## src/sv/dvt_pkg.sv

```systemverilog
// package: widths, constants, codes and helpers for the digipot trim block
`default_nettype none

package dvt_pkg;

    // wiper and trim window
    localparam int WIPER_BITS     = 8;
    localparam int TRIM_WINDOW    = 10;
    localparam int SETPOINT_SPLIT = 5632;
    localparam int WIPER_MAX      = (1 << WIPER_BITS) - 1;
    localparam int WIN_BITS       = WIPER_BITS + 1;
    localparam int BIT_CNT_W      = $clog2(WIPER_BITS);
    localparam int CODE_OUT_W     = 8;

    // field widths
    localparam int OPCODE_W = 2;
    localparam int VOLT_W   = 16;
    localparam int COEF_W   = 32;

    // coefficient store and register port
    localparam int NUM_COEF = 8;
    localparam int COEF_AW  = $clog2(NUM_COEF);
    localparam int APB_AW   = COEF_AW + 2;
    localparam int APB_DW   = 32;

    // polynomial datapath
    localparam int FRAC_BITS = 16;
    localparam int PROD_SH   = 8;
    localparam int ACC_W     = 58;
    localparam int PROD_W    = ACC_W + PROD_SH;
    localparam int MUL_CNT_W = $clog2(VOLT_W);
    localparam int SAT_BIT   = 46;

    localparam logic signed [ACC_W-1:0] ACC_LIMIT = ACC_W'(1) << SAT_BIT;
    localparam logic signed [ACC_W-1:0] ACC_NEG   = -ACC_LIMIT;
    localparam logic signed [ACC_W-1:0] CODE_TOP  = ACC_W'(WIPER_MAX) << FRAC_BITS;
    localparam logic signed [ACC_W-1:0] CODE_ONE  = ACC_W'(1) << FRAC_BITS;

    // raise threshold: measured*100 < reference*99
    localparam int RATIO_W        = VOLT_W + 7;
    localparam int RAISE_MUL_MEAS = 100;
    localparam int RAISE_MUL_REF  = 99;

    typedef enum logic [OPCODE_W-1:0] {
        OP_SET    = 2'd0,
        OP_RAISE  = 2'd1,
        OP_LOWER  = 2'd2,
        OP_RESEND = 2'd3
    } t_opcode;

    typedef enum logic [1:0] {
        CI_CUBIC  = 2'd0,
        CI_SQUARE = 2'd1,
        CI_LINEAR = 2'd2,
        CI_OFFSET = 2'd3
    } t_coef_idx;

    typedef enum logic [3:0] {
        ST_IDLE,
        ST_FETCH,
        ST_INIT,
        ST_PREP,
        ST_MUL,
        ST_ACC,
        ST_CODE,
        ST_WIN,
        ST_RAISE,
        ST_LOWER,
        ST_SEND
    } t_state;

    // wiper code as the fixed-width output field
    function automatic logic [CODE_OUT_W-1:0] to_code_out(input logic [WIPER_BITS-1:0] w);
        logic [WIPER_BITS+CODE_OUT_W-1:0] ext;
        ext = (WIPER_BITS+CODE_OUT_W)'(w);
        return ext[CODE_OUT_W-1:0];
    endfunction

endpackage

`default_nettype wire

```

## src/sv/dvt_ifs.sv

```systemverilog
// valid/ready channel interfaces for trim requests and serial bit results
`default_nettype none

interface dvt_req_if;
    logic                        valid;
    logic                        ready;
    logic [dvt_pkg::OPCODE_W-1:0] opcode;
    logic [dvt_pkg::VOLT_W-1:0]   target_volts;
    logic [dvt_pkg::VOLT_W-1:0]   setpoint_volts;
    logic [dvt_pkg::VOLT_W-1:0]   measured_volts;
    logic [dvt_pkg::VOLT_W-1:0]   reference_volts;
    logic [dvt_pkg::VOLT_W-1:0]   system_volts;

    modport source (
        output valid, opcode, target_volts, setpoint_volts,
               measured_volts, reference_volts, system_volts,
        input  ready
    );
    modport sink (
        input  valid, opcode, target_volts, setpoint_volts,
               measured_volts, reference_volts, system_volts,
        output ready
    );
endinterface

interface dvt_res_if;
    logic                          valid;
    logic                          ready;
    logic                          data_bit;
    logic [dvt_pkg::CODE_OUT_W-1:0] wiper_code;
    logic                          last_bit;

    modport source (
        output valid, data_bit, wiper_code, last_bit,
        input  ready
    );
    modport sink (
        input  valid, data_bit, wiper_code, last_bit,
        output ready
    );
endinterface

`default_nettype wire

```

## src/sv/digipot_voltage_trim_unit.sv

```systemverilog
// top level: digipot wiper set/trim sequencer with serial code output
`default_nettype none

// Digital potentiometer trim unit. One request is taken at a time; i_req.ready
// is high only while the unit is idle. A set request evaluates the cubic
// calibration polynomial in Horner form on one shared bit-serial multiplier
// (one bit of the target voltage per cycle, three steps). The coefficient
// fetch comes first, then each step loads, multiplies and accumulates, and
// clamp and window follow before the first output bit is offered. Raise
// and lower first update the wiper in their own state; resend offers the
// first bit in the cycle right after acceptance. Every request then
// delivers WIPER_BITS results, one per serial bit, most significant bit first,
// at one result per cycle while the sink is ready; last_bit marks the final
// one. After the last bit the unit returns to idle before it takes the next
// request.
// The eight coefficients live in a small ram behind the register port, with a
// valid flag per entry so that unwritten entries read as zero right after
// reset; there is no clearing pass. Register writes are meant for idle time.

module digipot_voltage_trim_unit (
    input  wire logic                       i_clk,
    input  wire logic                       i_rst_n,
    dvt_req_if.sink                         i_req,
    dvt_res_if.source                       o_res,
    input  wire logic                       psel,
    input  wire logic                       penable,
    input  wire logic                       pwrite,
    input  wire logic [dvt_pkg::APB_AW-1:0] paddr,
    input  wire logic [dvt_pkg::APB_DW-1:0] pwdata,
    output logic      [dvt_pkg::APB_DW-1:0] prdata,
    output logic                            pready
);

    // ---------------------------------------------------------------
    // state
    // ---------------------------------------------------------------
    dvt_pkg::t_state    r_state, n_state;
    dvt_pkg::t_coef_idx r_cidx, n_cidx;

    logic                                   r_high, n_high;
    logic        [dvt_pkg::VOLT_W-1:0]      r_target, n_target;
    logic        [dvt_pkg::VOLT_W-1:0]      r_tsh, n_tsh;
    logic        [dvt_pkg::VOLT_W-1:0]      r_meas, n_meas;
    logic        [dvt_pkg::VOLT_W-1:0]      r_ref, n_ref;
    logic        [dvt_pkg::VOLT_W-1:0]      r_sys, n_sys;
    logic        [dvt_pkg::MUL_CNT_W-1:0]   r_mcnt, n_mcnt;
    logic signed [dvt_pkg::ACC_W-1:0]       r_acc, n_acc;
    logic signed [dvt_pkg::PROD_W-1:0]      r_mcand, n_mcand;
    logic signed [dvt_pkg::PROD_W-1:0]      r_prod, n_prod;

    logic        [dvt_pkg::WIPER_BITS-1:0]  r_wiper, n_wiper;
    logic        [dvt_pkg::WIPER_BITS-1:0]  r_win_min, n_win_min;
    logic        [dvt_pkg::WIN_BITS-1:0]    r_win_max, n_win_max;
    logic        [dvt_pkg::BIT_CNT_W-1:0]   r_bit, n_bit;

    // coefficient store
    logic        [dvt_pkg::NUM_COEF-1:0]    r_cvld;
    logic                                   r_vld_a, r_vld_b;
    logic                                   cfg_wr;
    logic        [dvt_pkg::COEF_AW-1:0]     cfg_addr;
    logic        [dvt_pkg::COEF_AW-1:0]     coef_raddr;
    logic        [dvt_pkg::COEF_W-1:0]      rdata_a, rdata_b;
    logic signed [dvt_pkg::COEF_W-1:0]      coef_b;

    // datapath terms
    logic signed [dvt_pkg::ACC_W-1:0]       acc_sum;
    logic signed [dvt_pkg::ACC_W-1:0]       acc_sat;
    logic signed [dvt_pkg::PROD_W-1:0]      prod_next;
    logic        [dvt_pkg::RATIO_W-1:0]     meas_scaled;
    logic        [dvt_pkg::RATIO_W-1:0]     ref_scaled;
    logic                                   out_low;
    logic        [dvt_pkg::BIT_CNT_W-1:0]   bit_idx;

    // ---------------------------------------------------------------
    // register port: write at the access phase, read data from the
    // address held since the setup phase
    // ---------------------------------------------------------------
    assign cfg_wr   = psel && penable && pwrite;
    assign cfg_addr = paddr[dvt_pkg::APB_AW-1:2];
    assign pready   = 1'b1;
    assign prdata   = r_vld_a ? rdata_a : '0;

    // coefficient of the selected set for the current horner step
    assign coef_raddr = {r_high, r_cidx};
    assign coef_b     = r_vld_b ? $signed(rdata_b) : '0;

    dvt_ram #(
        .WIDTH (dvt_pkg::COEF_W),
        .DEPTH (dvt_pkg::NUM_COEF)
    ) u_coef_ram (
        .i_clk     (i_clk),
        .i_we      (cfg_wr),
        .i_waddr   (cfg_addr),
        .i_wdata   (pwdata),
        .i_raddr_a (cfg_addr),
        .o_rdata_a (rdata_a),
        .i_raddr_b (coef_raddr),
        .o_rdata_b (rdata_b)
    );

    always_ff @(posedge i_clk) begin
        if (!i_rst_n) begin
            r_cvld  <= '0;
            r_vld_a <= 1'b0;
            r_vld_b <= 1'b0;
        end else begin
            if (cfg_wr) begin
                r_cvld[cfg_addr] <= 1'b1;
            end
            r_vld_a <= r_cvld[cfg_addr];
            r_vld_b <= r_cvld[coef_raddr];
        end
    end

    // ---------------------------------------------------------------
    // shared arithmetic
    // ---------------------------------------------------------------
    // horner step result: floor(a*t/256) + c
    assign acc_sum = $signed(r_prod[dvt_pkg::PROD_W-1:dvt_pkg::PROD_SH])
                   + dvt_pkg::ACC_W'(coef_b);

    // clamp before the last multiply
    always_comb begin
        if (r_acc > dvt_pkg::ACC_LIMIT) begin
            acc_sat = dvt_pkg::ACC_LIMIT;
        end else if (r_acc < dvt_pkg::ACC_NEG) begin
            acc_sat = dvt_pkg::ACC_NEG;
        end else begin
            acc_sat = r_acc;
        end
    end

    // shift-add multiplier, target lsb first
    assign prod_next = r_tsh[0] ? r_prod + r_mcand : r_prod;

    // raise test
    assign meas_scaled = dvt_pkg::RATIO_W'(r_meas)
                       * dvt_pkg::RATIO_W'(dvt_pkg::RAISE_MUL_MEAS);
    assign ref_scaled  = dvt_pkg::RATIO_W'(r_ref)
                       * dvt_pkg::RATIO_W'(dvt_pkg::RAISE_MUL_REF);
    assign out_low     = (r_ref != '0) ? (meas_scaled < ref_scaled) : (r_meas < r_sys);

    // serial output, msb first
    assign bit_idx          = dvt_pkg::BIT_CNT_W'(dvt_pkg::WIPER_BITS - 1) - r_bit;
    assign o_res.data_bit   = r_wiper[bit_idx];
    assign o_res.wiper_code = dvt_pkg::to_code_out(r_wiper);
    assign o_res.last_bit   = (r_bit == dvt_pkg::BIT_CNT_W'(dvt_pkg::WIPER_BITS - 1));

    // ---------------------------------------------------------------
    // state register
    // ---------------------------------------------------------------
    always_ff @(posedge i_clk) begin
        if (!i_rst_n) begin
            r_state   <= dvt_pkg::ST_IDLE;
            r_cidx    <= dvt_pkg::CI_CUBIC;
            r_mcnt    <= '0;
            r_bit     <= '0;
            r_wiper   <= '0;
            r_win_min <= '0;
            r_win_max <= '0;
        end else begin
            r_state   <= n_state;
            r_cidx    <= n_cidx;
            r_mcnt    <= n_mcnt;
            r_bit     <= n_bit;
            r_wiper   <= n_wiper;
            r_win_min <= n_win_min;
            r_win_max <= n_win_max;
        end
    end

    // request payload and arithmetic registers
    always_ff @(posedge i_clk) begin
        r_high   <= n_high;
        r_target <= n_target;
        r_tsh    <= n_tsh;
        r_meas   <= n_meas;
        r_ref    <= n_ref;
        r_sys    <= n_sys;
        r_acc    <= n_acc;
        r_mcand  <= n_mcand;
        r_prod   <= n_prod;
    end

    // ---------------------------------------------------------------
    // sequencer
    // ---------------------------------------------------------------
    always_comb begin
        logic [dvt_pkg::WIPER_BITS-1:0] w_dec;

        n_state   = r_state;
        n_cidx    = r_cidx;
        n_high    = r_high;
        n_target  = r_target;
        n_tsh     = r_tsh;
        n_meas    = r_meas;
        n_ref     = r_ref;
        n_sys     = r_sys;
        n_mcnt    = r_mcnt;
        n_acc     = r_acc;
        n_mcand   = r_mcand;
        n_prod    = r_prod;
        n_wiper   = r_wiper;
        n_win_min = r_win_min;
        n_win_max = r_win_max;
        n_bit     = r_bit;
        w_dec     = r_wiper;

        i_req.ready = 1'b0;
        o_res.valid = 1'b0;

        case (r_state)
            dvt_pkg::ST_IDLE: begin
                i_req.ready = 1'b1;
                if (i_req.valid) begin
                    n_high   = (i_req.setpoint_volts
                                >= dvt_pkg::VOLT_W'(dvt_pkg::SETPOINT_SPLIT));
                    n_target = i_req.target_volts;
                    n_meas   = i_req.measured_volts;
                    n_ref    = i_req.reference_volts;
                    n_sys    = i_req.system_volts;
                    n_cidx   = dvt_pkg::CI_CUBIC;
                    n_bit    = '0;
                    case (dvt_pkg::t_opcode'(i_req.opcode))
                        dvt_pkg::OP_SET:    n_state = dvt_pkg::ST_FETCH;
                        dvt_pkg::OP_RAISE:  n_state = dvt_pkg::ST_RAISE;
                        dvt_pkg::OP_LOWER:  n_state = dvt_pkg::ST_LOWER;
                        dvt_pkg::OP_RESEND: n_state = dvt_pkg::ST_SEND;
                        default:            n_state = dvt_pkg::ST_SEND;
                    endcase
                end
            end

            // ram read of the cubic term in flight
            dvt_pkg::ST_FETCH: begin
                n_state = dvt_pkg::ST_INIT;
            end

            dvt_pkg::ST_INIT: begin
                n_acc   = dvt_pkg::ACC_W'(coef_b);
                n_cidx  = dvt_pkg::CI_SQUARE;
                n_state = dvt_pkg::ST_PREP;
            end

            // load multiplicand, saturated before the offset step
            dvt_pkg::ST_PREP: begin
                n_mcand = (r_cidx == dvt_pkg::CI_OFFSET) ? dvt_pkg::PROD_W'(acc_sat)
                                                         : dvt_pkg::PROD_W'(r_acc);
                n_prod  = '0;
                n_tsh   = r_target;
                n_mcnt  = '0;
                n_state = dvt_pkg::ST_MUL;
            end

            dvt_pkg::ST_MUL: begin
                n_prod  = prod_next;
                n_mcand = r_mcand <<< 1;
                n_tsh   = r_tsh >> 1;
                n_mcnt  = r_mcnt + dvt_pkg::MUL_CNT_W'(1);
                if (r_mcnt == dvt_pkg::MUL_CNT_W'(dvt_pkg::VOLT_W - 1)) begin
                    n_state = dvt_pkg::ST_ACC;
                end
            end

            dvt_pkg::ST_ACC: begin
                n_acc = acc_sum;
                if (r_cidx == dvt_pkg::CI_OFFSET) begin
                    n_state = dvt_pkg::ST_CODE;
                end else begin
                    n_cidx  = dvt_pkg::t_coef_idx'(r_cidx + 2'd1);
                    n_state = dvt_pkg::ST_PREP;
                end
            end

            // clamp polynomial to 1..max code
            dvt_pkg::ST_CODE: begin
                if (r_acc >= dvt_pkg::CODE_TOP) begin
                    n_wiper = dvt_pkg::WIPER_BITS'(dvt_pkg::WIPER_MAX);
                end else if (r_acc < dvt_pkg::CODE_ONE) begin
                    n_wiper = dvt_pkg::WIPER_BITS'(1);
                end else begin
                    n_wiper = r_acc[dvt_pkg::FRAC_BITS +: dvt_pkg::WIPER_BITS];
                end
                n_state = dvt_pkg::ST_WIN;
            end

            // trim window around the new code
            dvt_pkg::ST_WIN: begin
                if (int'(r_wiper) > dvt_pkg::TRIM_WINDOW) begin
                    n_win_min = dvt_pkg::WIPER_BITS'(int'(r_wiper) - dvt_pkg::TRIM_WINDOW);
                end else begin
                    n_win_min = dvt_pkg::WIPER_BITS'(1);
                end
                if ((dvt_pkg::TRIM_WINDOW > dvt_pkg::WIPER_MAX) ||
                    (int'(r_wiper) < dvt_pkg::WIPER_MAX - dvt_pkg::TRIM_WINDOW)) begin
                    n_win_max = dvt_pkg::WIN_BITS'(int'(r_wiper) + dvt_pkg::TRIM_WINDOW);
                end else begin
                    n_win_max = dvt_pkg::WIN_BITS'(dvt_pkg::WIPER_MAX);
                end
                n_state = dvt_pkg::ST_SEND;
            end

            // step down while output is low, keep within window and above zero
            dvt_pkg::ST_RAISE: begin
                w_dec = out_low ? r_wiper - dvt_pkg::WIPER_BITS'(1) : r_wiper;
                if (w_dec < r_win_min) begin
                    w_dec = r_win_min;
                end
                if (w_dec == '0) begin
                    w_dec = dvt_pkg::WIPER_BITS'(1);
                end
                n_wiper = w_dec;
                n_state = dvt_pkg::ST_SEND;
            end

            dvt_pkg::ST_LOWER: begin
                if (dvt_pkg::WIN_BITS'(r_wiper) < r_win_max) begin
                    n_wiper = r_wiper + dvt_pkg::WIPER_BITS'(1);
                end
                n_state = dvt_pkg::ST_SEND;
            end

            dvt_pkg::ST_SEND: begin
                o_res.valid = 1'b1;
                if (o_res.ready) begin
                    if (o_res.last_bit) begin
                        n_bit   = '0;
                        n_state = dvt_pkg::ST_IDLE;
                    end else begin
                        n_bit = r_bit + dvt_pkg::BIT_CNT_W'(1);
                    end
                end
            end

            default: begin
                n_state = dvt_pkg::ST_IDLE;
            end
        endcase
    end

    // ---------------------------------------------------------------
    // checks
    // ---------------------------------------------------------------
    // no request taken while bits are still going out
    a_ready_excl: assert property (@(posedge i_clk) disable iff (!i_rst_n)
        i_req.ready |-> !o_res.valid)
        else $error("request accepted while results pending");

    // clamped code is never zero
    a_code_nonzero: assert property (@(posedge i_clk) disable iff (!i_rst_n)
        (r_state == dvt_pkg::ST_WIN) |-> (r_wiper != '0))
        else $error("set produced a zero wiper code");

    // window stays ordered after a set
    a_win_order: assert property (@(posedge i_clk) disable iff (!i_rst_n)
        (r_state == dvt_pkg::ST_WIN) |=> (dvt_pkg::WIN_BITS'(r_win_min) <= r_win_max))
        else $error("trim window inverted");

    // raise never leaves the wiper at zero
    a_raise_floor: assert property (@(posedge i_clk) disable iff (!i_rst_n)
        (r_state == dvt_pkg::ST_RAISE) |=> (r_wiper != '0))
        else $error("raise left wiper at zero");

endmodule

`default_nettype wire

```

## src/sv/dvt_ram.sv

```systemverilog
// generic ram: one write port, two registered read ports
`default_nettype none

module dvt_ram #(
    parameter int WIDTH = 32,
    parameter int DEPTH = 8
) (
    input  wire logic                     i_clk,
    input  wire logic                     i_we,
    input  wire logic [$clog2(DEPTH)-1:0] i_waddr,
    input  wire logic [WIDTH-1:0]         i_wdata,
    input  wire logic [$clog2(DEPTH)-1:0] i_raddr_a,
    output logic      [WIDTH-1:0]         o_rdata_a,
    input  wire logic [$clog2(DEPTH)-1:0] i_raddr_b,
    output logic      [WIDTH-1:0]         o_rdata_b
);

    logic [WIDTH-1:0] r_mem [DEPTH];

    always_ff @(posedge i_clk) begin
        if (i_we) begin
            r_mem[i_waddr] <= i_wdata;
        end
        o_rdata_a <= r_mem[i_raddr_a];
        o_rdata_b <= r_mem[i_raddr_b];
    end

endmodule

`default_nettype wire
```

## src/flat_wrapper.sv

```systemverilog
// flat-port wrapper written by rule: the top's interface ports become plain ports
module digipot_voltage_trim_unit_flat 
  (i_clk, i_rst_n, psel, penable, pwrite, paddr, pwdata, prdata, pready, i_req_valid, i_req_opcode, i_req_target_volts, i_req_setpoint_volts, i_req_measured_volts, i_req_reference_volts, i_req_system_volts, i_req_ready, o_res_valid, o_res_data_bit, o_res_wiper_code, o_res_last_bit, o_res_ready);
  dvt_req_if i_req_i ();
  dvt_res_if o_res_i ();
  input  wire logic i_clk;
  input  wire logic i_rst_n;
  input  wire logic psel;
  input  wire logic penable;
  input  wire logic pwrite;
  input  wire logic [dvt_pkg::APB_AW-1:0] paddr;
  input  wire logic [dvt_pkg::APB_DW-1:0] pwdata;
  output logic      [dvt_pkg::APB_DW-1:0] prdata;
  output logic pready;
  input wire logic [$bits(i_req_i.valid)-1:0] i_req_valid;
  input wire logic [$bits(i_req_i.opcode)-1:0] i_req_opcode;
  input wire logic [$bits(i_req_i.target_volts)-1:0] i_req_target_volts;
  input wire logic [$bits(i_req_i.setpoint_volts)-1:0] i_req_setpoint_volts;
  input wire logic [$bits(i_req_i.measured_volts)-1:0] i_req_measured_volts;
  input wire logic [$bits(i_req_i.reference_volts)-1:0] i_req_reference_volts;
  input wire logic [$bits(i_req_i.system_volts)-1:0] i_req_system_volts;
  output wire logic [$bits(i_req_i.ready)-1:0] i_req_ready;
  output wire logic [$bits(o_res_i.valid)-1:0] o_res_valid;
  output wire logic [$bits(o_res_i.data_bit)-1:0] o_res_data_bit;
  output wire logic [$bits(o_res_i.wiper_code)-1:0] o_res_wiper_code;
  output wire logic [$bits(o_res_i.last_bit)-1:0] o_res_last_bit;
  input wire logic [$bits(o_res_i.ready)-1:0] o_res_ready;
  assign i_req_i.valid = i_req_valid;
  assign i_req_i.opcode = i_req_opcode;
  assign i_req_i.target_volts = i_req_target_volts;
  assign i_req_i.setpoint_volts = i_req_setpoint_volts;
  assign i_req_i.measured_volts = i_req_measured_volts;
  assign i_req_i.reference_volts = i_req_reference_volts;
  assign i_req_i.system_volts = i_req_system_volts;
  assign i_req_ready = i_req_i.ready;
  assign o_res_valid = o_res_i.valid;
  assign o_res_data_bit = o_res_i.data_bit;
  assign o_res_wiper_code = o_res_i.wiper_code;
  assign o_res_last_bit = o_res_i.last_bit;
  assign o_res_i.ready = o_res_ready;
  digipot_voltage_trim_unit u_core (.i_clk(i_clk), .i_rst_n(i_rst_n), .i_req(i_req_i), .o_res(o_res_i), .psel(psel), .penable(penable), .pwrite(pwrite), .paddr(paddr), .pwdata(pwdata), .prdata(prdata), .pready(pready));
endmodule
```

## config.mk

```make
export PLATFORM = sky130hd
export DESIGN_NAME = digipot_voltage_trim_unit_flat
export DESIGN_NICKNAME = d
export VERILOG_FILES = /design/src/sv/dvt_pkg.sv /design/src/sv/dvt_ifs.sv /design/src/sv/digipot_voltage_trim_unit.sv /design/src/sv/dvt_ram.sv /design/src/flat_wrapper.sv
export SDC_FILE = /design/constraint.sdc
export NUM_CORES = 2
export LEC_CHECK = 0
export BUFFER_PORTS_ARGS = -buffer_cell sky130_fd_sc_hd__buf_2
export CORE_MARGIN = 1.5
export CORE_UTILIZATION = 55
export CTS_CLUSTER_SIZE = 12
export DETAILED_ROUTE_END_ITERATION = 7
export GPL_ROUTABILITY_DRIVEN = 0
export HOLD_SLACK_MARGIN = 0.12
export MAX_ROUTING_LAYER = met4
export PLACE_DENSITY = 0.73
export SYNTH_ARGS = -nofsm -noshare
export SYNTH_HDL_FRONTEND = slang
export SYNTH_SLANG_ARGS = --single-unit
```

## constraint.sdc

```tcl
create_clock -name i_clk -period 9.65 [get_ports i_clk]
set_input_delay 2.895 -clock i_clk [delete_from_list [all_inputs] [get_ports i_clk]]
set_output_delay 2.895 -clock i_clk [all_outputs]
set_load 0.05 [all_outputs]
```

* Yosys cells after proc, flatten, opt, wreduce, memory -nomap -nowiden *
Memories as Yosys holds them, arrays and structs flattened. A register that Yosys moved wholly into a read port is not among the register bits.
Index checks and enable logic that the tools add are counted.
W data, S select, Z words.

storage, ports and cells
  register bits after elaboration = 319
  bits in writable memories = 256
  output and inout bits = 45
  memories = 1

cells by class
  $add $sub $neg = 10
  multiply operators = 2
  magnitude comparators = 15
  equality and inequality tests = 23
  muxes and demuxes = 48
  bitwise gates (word level) = 1
  reductions and logical operators = 19

memory list
  name                     depth  bits a word  read ports  clocked after Yosys merged registers in  write ports  RTL line       source
  u_core.u_coef_ram.r_mem  8      32           2           2                                        1            dvt_ram.sv:18  logic [WIDTH-1:0] r_mem [DEPTH];

operators with widths
  operator                 count
  $pmux W66 S2             2
  $mux W66                 2
  $mux W58                 2
  $pmux W58 S2             1
  $add A66 B66 Y66         1
  $mux W32                 2
  $mux W8                  8
  $add A58 B32 Y58         1
  $ge A58 B25 Y1 const B   1
  $gt A58 B48 Y1 const B   1
  $lt A58 B18 Y1 const B   1
  $lt A58 B47 Y1 const B   1
  $pmux W4 S9              1
  $pmux W16 S2             1
  $pmux W8 S3              1
  $lt A23 B23 Y1           1
  $mul A16 B7 Y23 const B  1
  $mul A16 B5 Y21 const B  1
  $eq A4 B3 Y1 const B     4
  $eq A4 B4 Y1 const B     4
  $ge A16 B13 Y1 const B   1
  $lt A16 B16 Y1           1
  $mux W4                  4
  $pmux W4 S4              1
  other kinds (42)         74

* Logic depth before layout (Yosys ltp) *
  depth in word-level cells = 10
  gate-level depth with buffers = 37

* Cells and area by module *
From an unflattened synthesis, not the netlist that was laid out.

second synthesis, totals
  cell total of the unflattened synthesis = 3234
  area, all modules = 38474.4 um2

modules (own cells, without submodules)
  module                     times used  cells each  area each (um2)
  digipot_voltage_trim_unit  1           2673        25294.3
  dvt_ram                    1           561         13180.1

* Worst setup path before layout *
Ideal clock, no wire load.

  kind = register -> register
  from = register u_core.r_meas[2] (netlist bit)
  to = register u_core.r_wiper (netlist bit u_core.o_res.wiper_code[1])
  setup time = 0.135 ns
  data arrival time = 7.125 ns
  required time = 9.515 ns
  setup slack = 2.390 ns
  stages on the path, launching flop included = 33
  clock period less this slack = 7.260 ns
  cell sequence = edfxtp_1 -> ha_1 -> ha_1 -> fa_1 -> ha_1 -> nor2b_1 -> o21ai_0 -> a21boi_1 -> o21ai_0 -> a21boi_1 -> o21ai_0 -> a21oi_1 -> or4_1 -> a311o_1 -> a21oi_1 -> xnor2_1 -> ha_1 -> and3_1 -> and3_1 -> a221oi_1 -> a22oi_2 -> nor3_1 -> nand2_1 -> xnor2_1 -> ha_1 -> a21o_1 -> a21o_1 -> a221oi_1 -> o21a_1 -> buf_4 -> mux2_1 -> o21ai_0 -> a31oi_1

between the ends
  word-level cells in the longest chain between the ends = 10
  elaborated cells between the ends (all ways) = 11
  classes of those cells = mul (1); order compare (3); mux (6); reduce/logical (1)

ends and longest elaborated chain
  element                 RTL line                          source
  from (decl)             digipot_voltage_trim_unit.sv:43   logic [dvt_pkg::VOLT_W-1:0] r_meas, n_meas;
  from (signal assigned)  digipot_voltage_trim_unit.sv:177  r_meas <= n_meas;
  $mul A16 B5 Y21         digipot_voltage_trim_unit.sv:138  * dvt_pkg::RATIO_W'(dvt_pkg::RAISE_MUL_MEAS);
  $lt A23 B23 Y1          digipot_voltage_trim_unit.sv:141  assign out_low = (r_ref != '0) ? (meas_scaled < ref_scaled) : (r_meas < r_sys);
  $mux W1 (*)             digipot_voltage_trim_unit.sv:141
  $mux W8 (*)             digipot_voltage_trim_unit.sv:305  w_dec = out_low ? r_wiper - dvt_pkg::WIPER_BITS'(1) : r_wiper;
  $lt A8 B8 Y1            digipot_voltage_trim_unit.sv:306  if (w_dec < r_win_min) begin
  $mux W8 (*)             digipot_voltage_trim_unit.sv:306
  $mux W8 (*)             digipot_voltage_trim_unit.sv:212  case (r_state)
  $logic_not A8 Y1        digipot_voltage_trim_unit.sv:309  if (w_dec == '0) begin
  $mux W8 (*)             digipot_voltage_trim_unit.sv:309
  $pmux W8 S3 (*)         digipot_voltage_trim_unit.sv:212
  to (signal assigned)    digipot_voltage_trim_unit.sv:166  r_wiper <= n_wiper;
  to (decl)               digipot_voltage_trim_unit.sv:51   logic [dvt_pkg::WIPER_BITS-1:0] r_wiper, n_wiper;

Mark *: on every way between the ends. The rest lies on a longest branch, timed or not. The select of a mux whose other input is x is not followed.
A chain may end at the register's enable or synchronous reset.

* Final worst setup path *
Ends and elaborated chain as after synthesis.

==> impl_summary.md <==
Outcome
The run finished with clean final reports.

Logic synthesis
The average instance area after synthesis is 11.3 um^2. The most used flip-flop cell after synthesis is sky130_fd_sc_hd__edfxtp_1. Synthesis produced 3287 cells. The number of nets produced by synthesis is 3755.

The synthesized flop and latch total is 639. Of the synthesized area, sequential elements account for 0.485. The count of distinct cell types in the synthesized netlist is 84. During synthesis, Yosys emitted a total of 0 warnings.

After synthesis the cells add up to 37200 um^2. After synthesis, the share of flip-flops with an asynchronous set or reset is 0. The number of enable-type register cells in the synthesized netlist is 527.

Pwr
The static power due to leakage is 0.0163 uW. The switching power is 4890 uW. IR analysis of the VDD net gives a maximum drop of 0.359 mV. The total power is 12400 uW. The cell-internal power is 7520 uW.

The total power density per cell area is 300 nW/um^2. Of the total power, combinational logic draws 0.485. The fraction of power spent switching nets is 0.394. The power share of the sequential group is 0.293. The share of total power dissipated in the clock network is 0.222.

Detailed routing
The first detailed-routing pass took 5 iterations. The vias per cell is 6.30. The detail route stage leaves a number of antenna-violating nets equal to 0.

In this run, the number of DRC markers left after iteration 0 of detailed routing was 2545. The routed design has 94800 um of wire. In the final routed layout, each cell accounts on average for 21.9 um. The total number of vias is 27400.

The number of remaining DRC errors is 0.

STA
The largest clock skew in the final design is 55.5 ps. Setup repair after global routing left no endpoint under its margin. The count of endpoints failing setup in the final report is 0. The worst-case headroom to the max-slew limit is 0.250.

The final worst-path cycle share is 0.906. Summed over all failing endpoints, the final setup total negative slack is 0 ps. The final hold slack is 486 ps. Static timing analysis puts the maximum clock frequency at 0.114 GHz. At the pin with the least slew margin, the transition time is 1120 ps. The number of hold violations in the final report is 0. The max-slew violation count was 0. The time the worst path needs with I/O delays and setup is 8740 ps.

Placement
Once placement completed, the tool counted placed cells totaling 4197. The count of buffers inserted at the top-level ports is 158. The wire-length estimate of the detail-placed layout is 64500 um.

Critical path
The dominant cell type by count on the critical path is sky130_fd_sc_hd__ha_1. The critical path starts at u_core.r_meas[2]. On the critical path, the stage with the largest delay is an instance of sky130_fd_sc_hd__edfxtp_1. The type of destination of the critical path is a flip-flop. In this run the worst path has a maximum fanout of 10. The endpoint required time on the critical path is 10110 ps. The setup slack of the most critical reg-to-reg path is 910 ps. The type of element launching the critical path is a flip-flop.

For the worst setup path, the data arrival time is 9200 ps. By startpoint and endpoint, the worst setup path is classified as reg2reg. The worst register-to-register path begins at u_core.r_meas[2]. The longest individual stage delay on the worst path is 510 ps.

Layout
Across the whole layout, storage elements account for 18100 um^2. From synthesis to final layout, the design area changed by 11.1%. The number of nets at the end of the flow is 3867.

The filler cells instantiated in the layout total 5176. The non-filler instance count after layout is 4339. In the final layout, the multi-input gates occupy 18000 um^2.

The layout cell share with drive strength beyond 1 is 0.132.

Clock network
The cell sitting at the root of the clock tree is a sky130_fd_sc_hd__clkbuf_16. TritonCTS built the clock tree. Clock tree synthesis inserted a total of 73 buffers.

The post-CTS setup buffer count is 0. At the later pin of the worst-skew pair, clock insertion delay measures 650 ps. The number of gates resized after CTS was 0. Hold repair after CTS inserted 0 buffers.

For this design, the sink count on the clock tree is 639. The clock passes through at most 3 buffers. The H-tree was split into 3 levels. The clock-pin slew of the registers on the worst-case setup and hold paths is 60 ps.

Worst hold path
The class of the most critical hold timing path is reg2reg. The worst hold path startpoint is u_core.r_win_max[2].

Floorplanning
The die footprint is 69300 um^2. Row generation in the floorplan step produced 95 rows. The area of the core is 67000 um^2. The initial standard-cell utilization of the core is 0.556.

The height of the die is 263 um. During I/O placement, the number of pins put on the boundary was 171. The overall die width is 263 um.

Global route
The number of global-route vias before repair is 27400. The first global-routing pass estimated 148000 um of wire. The initial antenna violation count is 9. The largest net degree at the start of global routing is 89. Across every metal layer, demand over resource in global routing totals 0.278. The remaining global-route overflow is 0.

Run
The max-capacitance violation count is 0.
==> worst max-delay path: cells and delay by family (launching register included) <==
kind / cells / cell delay [ps]
multiplexers: 1 / 410
XOR/XNOR: 2 / 490
AO/OA/AOI/OAI: 16 / 3480
flip-flops: 1 / 510
AND/OR/NAND/NOR: 6 / 1580
adder cells (fa/ha/maj): 6 / 2080
==> per-layer routing <==
| layer | GRT usage | wire, um | vias to the layer above |
|---|---|---|---|
| met5 | - | 0 | - |
| met3 | 0.0413 | 7060 | 217 |
| met4 | 0.106 | 2960 | 0 |
| met2 | 0.455 | 46200 | 1209 |
| li1 | - | - | 12700 |
| met1 | 0.351 | 38600 | 13300 |
==> worst paths after layout <==
check	endpoint	cells past startpoint
setup / recovery	u_core.o_res.wiper_code[1]	31
hold / removal	u_core.r_win_max[2]	2
setup reg to reg	u_core.o_res.wiper_code[1]	31
hold reg to reg	u_core.r_win_max[2]	2
==> synth_stat cells, types with 27 or more instances <==
cell type	instances	area share
sky130_fd_sc_hd__inv_1	197	0.020
sky130_fd_sc_hd__edfxtp_1	527	0.42
sky130_fd_sc_hd__a21oi_1	179	0.024
sky130_fd_sc_hd__nand3_1	51	0.0069
sky130_fd_sc_hd__nor3_1	53	0.0071
sky130_fd_sc_hd__mux2_2	39	0.012
sky130_fd_sc_hd__a22oi_1	135	0.027
sky130_fd_sc_hd__fa_1	32	0.017
sky130_fd_sc_hd__ha_1	310	0.10
sky130_fd_sc_hd__mux4_2	68	0.041
sky130_fd_sc_hd__xor2_1	76	0.018
sky130_fd_sc_hd__nand2_1	200	0.020
sky130_fd_sc_hd__o21ai_0	174	0.023
sky130_fd_sc_hd__o21a_1	27	0.0054
sky130_fd_sc_hd__clkbuf_1	137	0.014
sky130_fd_sc_hd__xnor2_1	82	0.019
sky130_fd_sc_hd__o21bai_1	28	0.0056
sky130_fd_sc_hd__and2_1	82	0.014
sky130_fd_sc_hd__a22o_1	45	0.011
sky130_fd_sc_hd__nor2_1	200	0.020
sky130_fd_sc_hd__a31oi_1	30	0.0050
sky130_fd_sc_hd__dfxtp_1	112	0.060
sky130_fd_sc_hd__nor4_1	28	0.0047
sky130_fd_sc_hd__nand4_1	69	0.012
sky130_fd_sc_hd__a21o_1	104	0.021
==> cells by family after synthesis <==
family | share of synthesized area
AOI/OAI and AO/OA | 0.158
xor gates and xnor gates | 0.0372
adders and majority gates | 0.121
buffers and inverters | 0.0359
DFF | 0.485
muxes | 0.0554
other | 0.000101
and+or+nand+nor | 0.107
==> layout by cell type, fill, tap and decap left out, drive strengths merged, types with 82 or more instances in the layout <==
cell    instances
ha            310
and2           83
a21o          104
buf           192
a21oi         179
edfxtp        527
clkbuf        103
nand2         200
nor2          200
a22oi         136
dfxtp         112
inv           198
xnor2          82
o21ai         185
==> power groups by stage <==
| stage | Clock [uW] | Combinational (uW) | Sequential (uW) |
|---|---|---|---|
| floorplan | 0 | 4630 | 3600 |
| global placement | 0 | 5680 | 3680 |
| detailed placement | 0 | 5920 | 3690 |
| CTS | 2780 | 5990 | 3630 |
| global route | 2890 | 6790 | 3670 |
| finish | 2760 | 6020 | 3640 |
==> flip-flops by register name, summed over array words and instances, names as in the netlist, 32 cells and up <==
name	count
u_core.u_coef_ram.o_rdata_a	32
u_core.r_mcand	66
u_core.u_coef_ram.r_mem	256
u_core.r_acc	58
u_core.u_coef_ram.o_rdata_b	32
u_core.r_prod	66
==> per-stage QoR <==
step / util / instance area (um^2) / worst slack [ps]
CTS: 0.617 / 41300 / 940
detailed placement: 0.580 / 38900 / 990
global placement: 0.580 / 38900 / 1190
floorplan: - / 37200 / 2390
global route: 0.617 / 41400 / 292
finish: 0.617 / 41400 / 908
==> cell type report <==
class                           instances  share of cell area
Antenna cell                            9            0.000544
Clock buffer                          103              0.0491
Clock inverter                         30             0.00959
Inverter                              197              0.0179
Multi-Input combinational cell       2296               0.434
Sequential cell                       639               0.437
Tap cell                              873              0.0264
Timing Repair Buffer                  192              0.0253
No activity file was read; power rests on OpenSTA's default activity.
